$ cat config.mk
export PLATFORM = sky130hd
export DESIGN_NAME = dft_controller
export DESIGN_NICKNAME = d
export VERILOG_FILES = /design/src/sv/dft_pkg.sv /design/src/sv/dft_controller.sv
export SDC_FILE = /design/constraint.sdc
export NUM_CORES = 1
export LEC_CHECK = 0
export BUFFER_PORTS_ARGS = -buffer_cell sky130_fd_sc_hd__buf_2
export CAP_MARGIN = 20
export CORE_AREA = 2 2 39 41
export DETAILED_ROUTE_END_ITERATION = 6
export DIE_AREA = 0 0 41 43
export GPL_ROUTABILITY_DRIVEN = 1
export HOLD_SLACK_MARGIN = 0.1
export PLACE_DENSITY = 0.51
export REMOVE_ABC_BUFFERS = 1
export SETUP_SLACK_MARGIN = 0.4
export SKIP_LAST_GASP = 1
export SLEW_MARGIN = 20
export SYNTH_ARGS = -nofsm -noshare
export SYNTH_HDL_FRONTEND = slang
export SYNTH_SLANG_ARGS = --single-unit
$ cat constraint.sdc
create_clock -name clk -period 4.65 [get_ports clk]
set_clock_uncertainty 0.1 [all_clocks]
set_input_delay 0.2325 -clock clk [delete_from_list [all_inputs] [get_ports clk]]
set_output_delay 0.2325 -clock clk [all_outputs]
set_load 0.01 [all_outputs]
$ cat src/sv/dft_pkg.sv
`timescale 1ns / 1ps
// ----------------------------------------------------------------------------
// Depth-first traversal package
// Shared sizes, field codes and the controller/datapath interface types.
// ----------------------------------------------------------------------------
package dft_pkg;

    localparam int MAX_VERTICES = 64;
    localparam int IDX_W        = $clog2(MAX_VERTICES);
    localparam int DEPTH_W      = IDX_W + 1;
    localparam int VERT_W       = 7;
    localparam int S_TDATA_W    = ((2 * VERT_W + 7) / 8) * 8;
    localparam int M_TDATA_W    = ((VERT_W + 7) / 8) * 8;

    localparam logic MODE_EDGE = 1'b0;
    localparam logic MODE_WALK = 1'b1;

    localparam logic [VERT_W-1:0] VERTEX_COUNT_RESET = VERT_W'(64);

    typedef struct packed {
        logic capture;
        logic edge_rd;
        logic edge_wr;
        logic start;
        logic top_rd;
        logic push;
        logic pop_rd;
        logic load_top;
        logic emit;
        logic emit_last;
        logic finish;
    } dft_cmd_t;

    typedef struct packed {
        logic cand_found;
        logic depth_one;
        logic depth_zero;
        logic out_free;
    } dft_status_t;

endpackage

$ cat src/sv/dft_controller.sv
`timescale 1ns / 1ps
// ----------------------------------------------------------------------------
// Depth-first traversal controller
// Sequences edge writes and the push/pop walk over the datapath.
// ----------------------------------------------------------------------------
module dft_controller (
    input  logic                 clk,
    input  logic                 rst_n,
    input  logic                 in_valid,
    input  logic                 in_mode,
    output logic                 in_ready,
    input  dft_pkg::dft_status_t status,
    output dft_pkg::dft_cmd_t    cmd
);

    typedef enum logic [2:0] {
        ST_IDLE,
        ST_EDGE_RD,
        ST_EDGE_WR,
        ST_START,
        ST_ROW_RD,
        ST_EVAL,
        ST_LOAD,
        ST_FLUSH
    } state_t;

    state_t state_reg;
    state_t state_next;

    always_comb
    begin
        cmd        = '0;
        state_next = state_reg;
        in_ready   = (state_reg == ST_IDLE);
        unique case (state_reg)
            ST_IDLE:
            begin
                if (in_valid)
                begin
                    cmd.capture = 1'b1;
                    state_next  = (in_mode == dft_pkg::MODE_WALK) ? ST_START : ST_EDGE_RD;
                end
            end
            ST_EDGE_RD:
            begin
                cmd.edge_rd = 1'b1;
                state_next  = ST_EDGE_WR;
            end
            ST_EDGE_WR:
            begin
                cmd.edge_wr = 1'b1;
                state_next  = ST_IDLE;
            end
            ST_START:
            begin
                cmd.start  = 1'b1;
                state_next = ST_ROW_RD;
            end
            ST_ROW_RD:
            begin
                cmd.top_rd = 1'b1;
                state_next = ST_EVAL;
            end
            ST_EVAL:
            begin
                priority if (status.cand_found)
                begin
                    if (status.out_free)
                    begin
                        cmd.emit   = 1'b1;
                        cmd.push   = 1'b1;
                        state_next = ST_ROW_RD;
                    end
                end
                else if (status.depth_one)
                begin
                    state_next = ST_FLUSH;
                end
                else
                begin
                    cmd.pop_rd = 1'b1;
                    state_next = ST_LOAD;
                end
            end
            ST_LOAD:
            begin
                cmd.load_top = 1'b1;
                state_next   = ST_ROW_RD;
            end
            ST_FLUSH:
            begin
                if (status.out_free)
                begin
                    cmd.emit      = 1'b1;
                    cmd.emit_last = 1'b1;
                    cmd.finish    = 1'b1;
                    state_next    = ST_IDLE;
                end
            end
            default:
            begin
                state_next = ST_IDLE;
            end
        endcase
    end

    always_ff @(posedge clk or negedge rst_n)
    begin
        if (!rst_n)
        begin
            state_reg <= ST_IDLE;
        end
        else
        begin
            state_reg <= state_next;
        end
    end

endmodule

==> flow_summary.yaml <==
sta:
  rsz0062_at_grt: "false"
  slew_viol_final: 0
  worstMarginPinSlew_ps: 418
  setup_violations: 0
  finalHoldViolations: 0
  fin_crit_ps: 1710
  clock.fmax_mhz: 585
  final.setup.tns_ps: 0
  relSlewSlack_pct: 72.1
  finalCritPeriodShare_pct: 36.7
pwr:
  power_density_nw_per_um2: 574
  power.leakage_nw: 0.204
  p_sw_mw: 0.105
  p_comb_share_pct: 48.3
  switching_share_pct: 44.7
  vdd_drop_max_v: 0.000185
  clockPowerShare_pct: 18.7
  p_int_mw: 0.130
  pwr-share-seq_pct: 33.0
clocking:
  clk_path_buf_depth: 2
  htreeDepth: 1
  post-cts-setup-buffers: 0
  cts_resized: 0
  cts-root-buf: "clkbuf_4"
  tritoncts: "yes"
  holdBufCountCts: 1
  clkTransAtPathRegs_ps: 40
  cts.sinks: 3
  insertion_delay_ps: 230
  cts_made_buffers: 3
global_routing:
  grt_first_pass_wirelength_mm: 1.16
  overflow: 0
  antenna_found_initial: 0
  grt_max_degree: 15
  grt_pass1_vias: 290
  grt_usage_pct: 9.45
worst_setup_path:
  reg2reg_setup_slack_ps: 2940
  critical_path_class: "reg2reg"
  r2r_cells: 3
  path_cells: "or4_4 > o31ai_4 > mux2_4"
  r2r-end: "state_reg[1]"
  start_kind: "flop"
  critical_path.max_stage_delay_ps: 580
  required_ps: 4660
  cp_num_cells: 3
  path_buf_inv: 0
  cp-end-kind: "flop"
  reg2reg_from: "state_reg[0]"
  cp_slowest_cell: "or4_4"
  path_max_fanout: 14
  cp_top_family: "simple AND/OR/NAND/NOR gates"
  crit_arrival_ps: 1710
route:
  wl_per_cell_microns: 8.97
  drt_iter0_drc: 1
  vias_per_cell: 4.38
  drc: 0
  wl_microns: 637
  drt_first_pass_iters: 2
  antenna_left: 0
  route.vias.total: 311
floorplan:
  io_pins: 20
  fp.dieArea_sq_um: 1760
  core-area_sq_um: 1380
  initial_core_util_pct: 20.3
  chipWidth_microns: 41
  fp-row-count: 14
  die_h_microns: 43
min_path:
  hold_path.class: "in2async"
synth:
  synth.most_common_cell: "nor2_1"
  synthTopCellsByCount: "nor2_1 (7), nor3b_1 (4), a21oi_1 (3), clkbuf_1 (3), dfrtp_1 (3)"
  synthDistinctLibCells: 18
  yosys_warnings: 0
  synth-seq-cells: 3
  syn_area_sq_um: 280
  synth-main-ff-cell: "dfrtp_1"
  synthCells: 36
  syn_avg_cell_area_sq_um: 7.79
  async_flop_share_pct: 100
  synth.largest_area_cell: "dfrtp_1"
  ys_seq_area_share_pct: 26.8
  yosys-top-cells-area: "dfrtp_1 (27%), nor3b_1 (11%), nor2_1 (9.4%)"
  netlist.area_leader.share_pct: 26.8
  synth-edff-count: 0
placement:
  dp_hpwl_microns: 477
  place_congestion: 0.697
  io_buffers: 18
job:
  cap_violations: 0
finish:
  antenna_cells: 0
  largest_reg_flops: 3
  nets: 64
  final_util_pct: 29.5
  syn2layout_area_growth_pct: 45.5
  drive_gt1_share_pct: 43.6
  fillers: 161
status:
  status: "finished clean"
-- metal layers --
layer	share of wire, %	track usage (%)
met2	47	13.1
met3	7.2	1.57
met1	46	12.9
met4	0	6.00
met5	0	0
-- metrics by stage --
step / setup slack [ps] / instance area [sq um] / hold WS, ps / power [mW] / instances
2_1_floorplan: 3020 / 262 / -163 / 0.149 / 32
3_3_place_gp: 2940 / 372 / -70.9 / 0.191 / 66
3_5_place_dp: 2940 / 372 / -71.8 / 0.192 / 66
4_1_cts: 2930 / 408 / 227 / 0.240 / 71
5_1_grt: 2790 / 408 / 255 / 0.260 / 71
6_report: 2940 / 408 / 224 / 0.234 / 71
-- power groups by stage --
stage	Sequential, mW	Clock, mW	Combinational, mW
after floorplan	0.0670	0	0.0819
after global placement	0.0779	0	0.113
after detailed placement	0.0783	0	0.113
after CTS	0.0783	0.0463	0.115
after global routing	0.0834	0.0483	0.129
final	0.0773	0.0439	0.113
-- layout by cell type, fill, tap and decap left out --
master	Yosys	final
a21oi_1	3	3
and2_1	1	1
buf_2	0	18
clkbuf_1	3	1
clkbuf_4	0	3
dfrtp_1	3	3
dlygate4sd3_1	0	1
inv_1	1	1
mux2_4	1	1
nand2_1	2	2
nand2b_1	2	2
nand3_1	1	1
nor2_1	7	7
nor3_1	2	2
nor3b_1	4	4
nor4_1	1	1
o21bai_1	1	1
o22a_1	1	1
o31ai_4	1	1
or4_4	1	1
-- cell type report --
type	count	area, sq um	area share, %
Tap cell	16	20.0	4.91
Timing Repair Buffer	19	100	24.5
Multi-Input combinational cell	28	183	44.8
Sequential cell	3	75.1	18.4
Inverter	1	3.75	0.920
Clock buffer	4	26.3	6.44
-- cells by family (layout without fill, tap and decap cells) --
| family | Yosys count | after routing | share of synthesized area [%] |
|---|---|---|---|
| AND/OR/NAND/NOR | 21 | 21 | 41.1 |
| flip-flops | 3 | 3 | 26.8 |
| buffers and inverters | 5 | 24 | 8.04 |
| AO/OA/AOI/OAI | 6 | 6 | 18.7 |
| multiplexers | 1 | 1 | 5.36 |
-- worst max-delay path by stage --
stage | from | end
6_report | state_reg[0] | state_reg[1]
5_1_grt | state_reg[0] | cmd[5]
4_1_cts | state_reg[0] | state_reg[1]
3_5_place_dp | state_reg[0] | state_reg[1]
3_3_place_gp | state_reg[0] | state_reg[1]
2_1_floorplan | state_reg[0] | state_reg[1]
No activity file was read; power rests on OpenSTA's default activity.
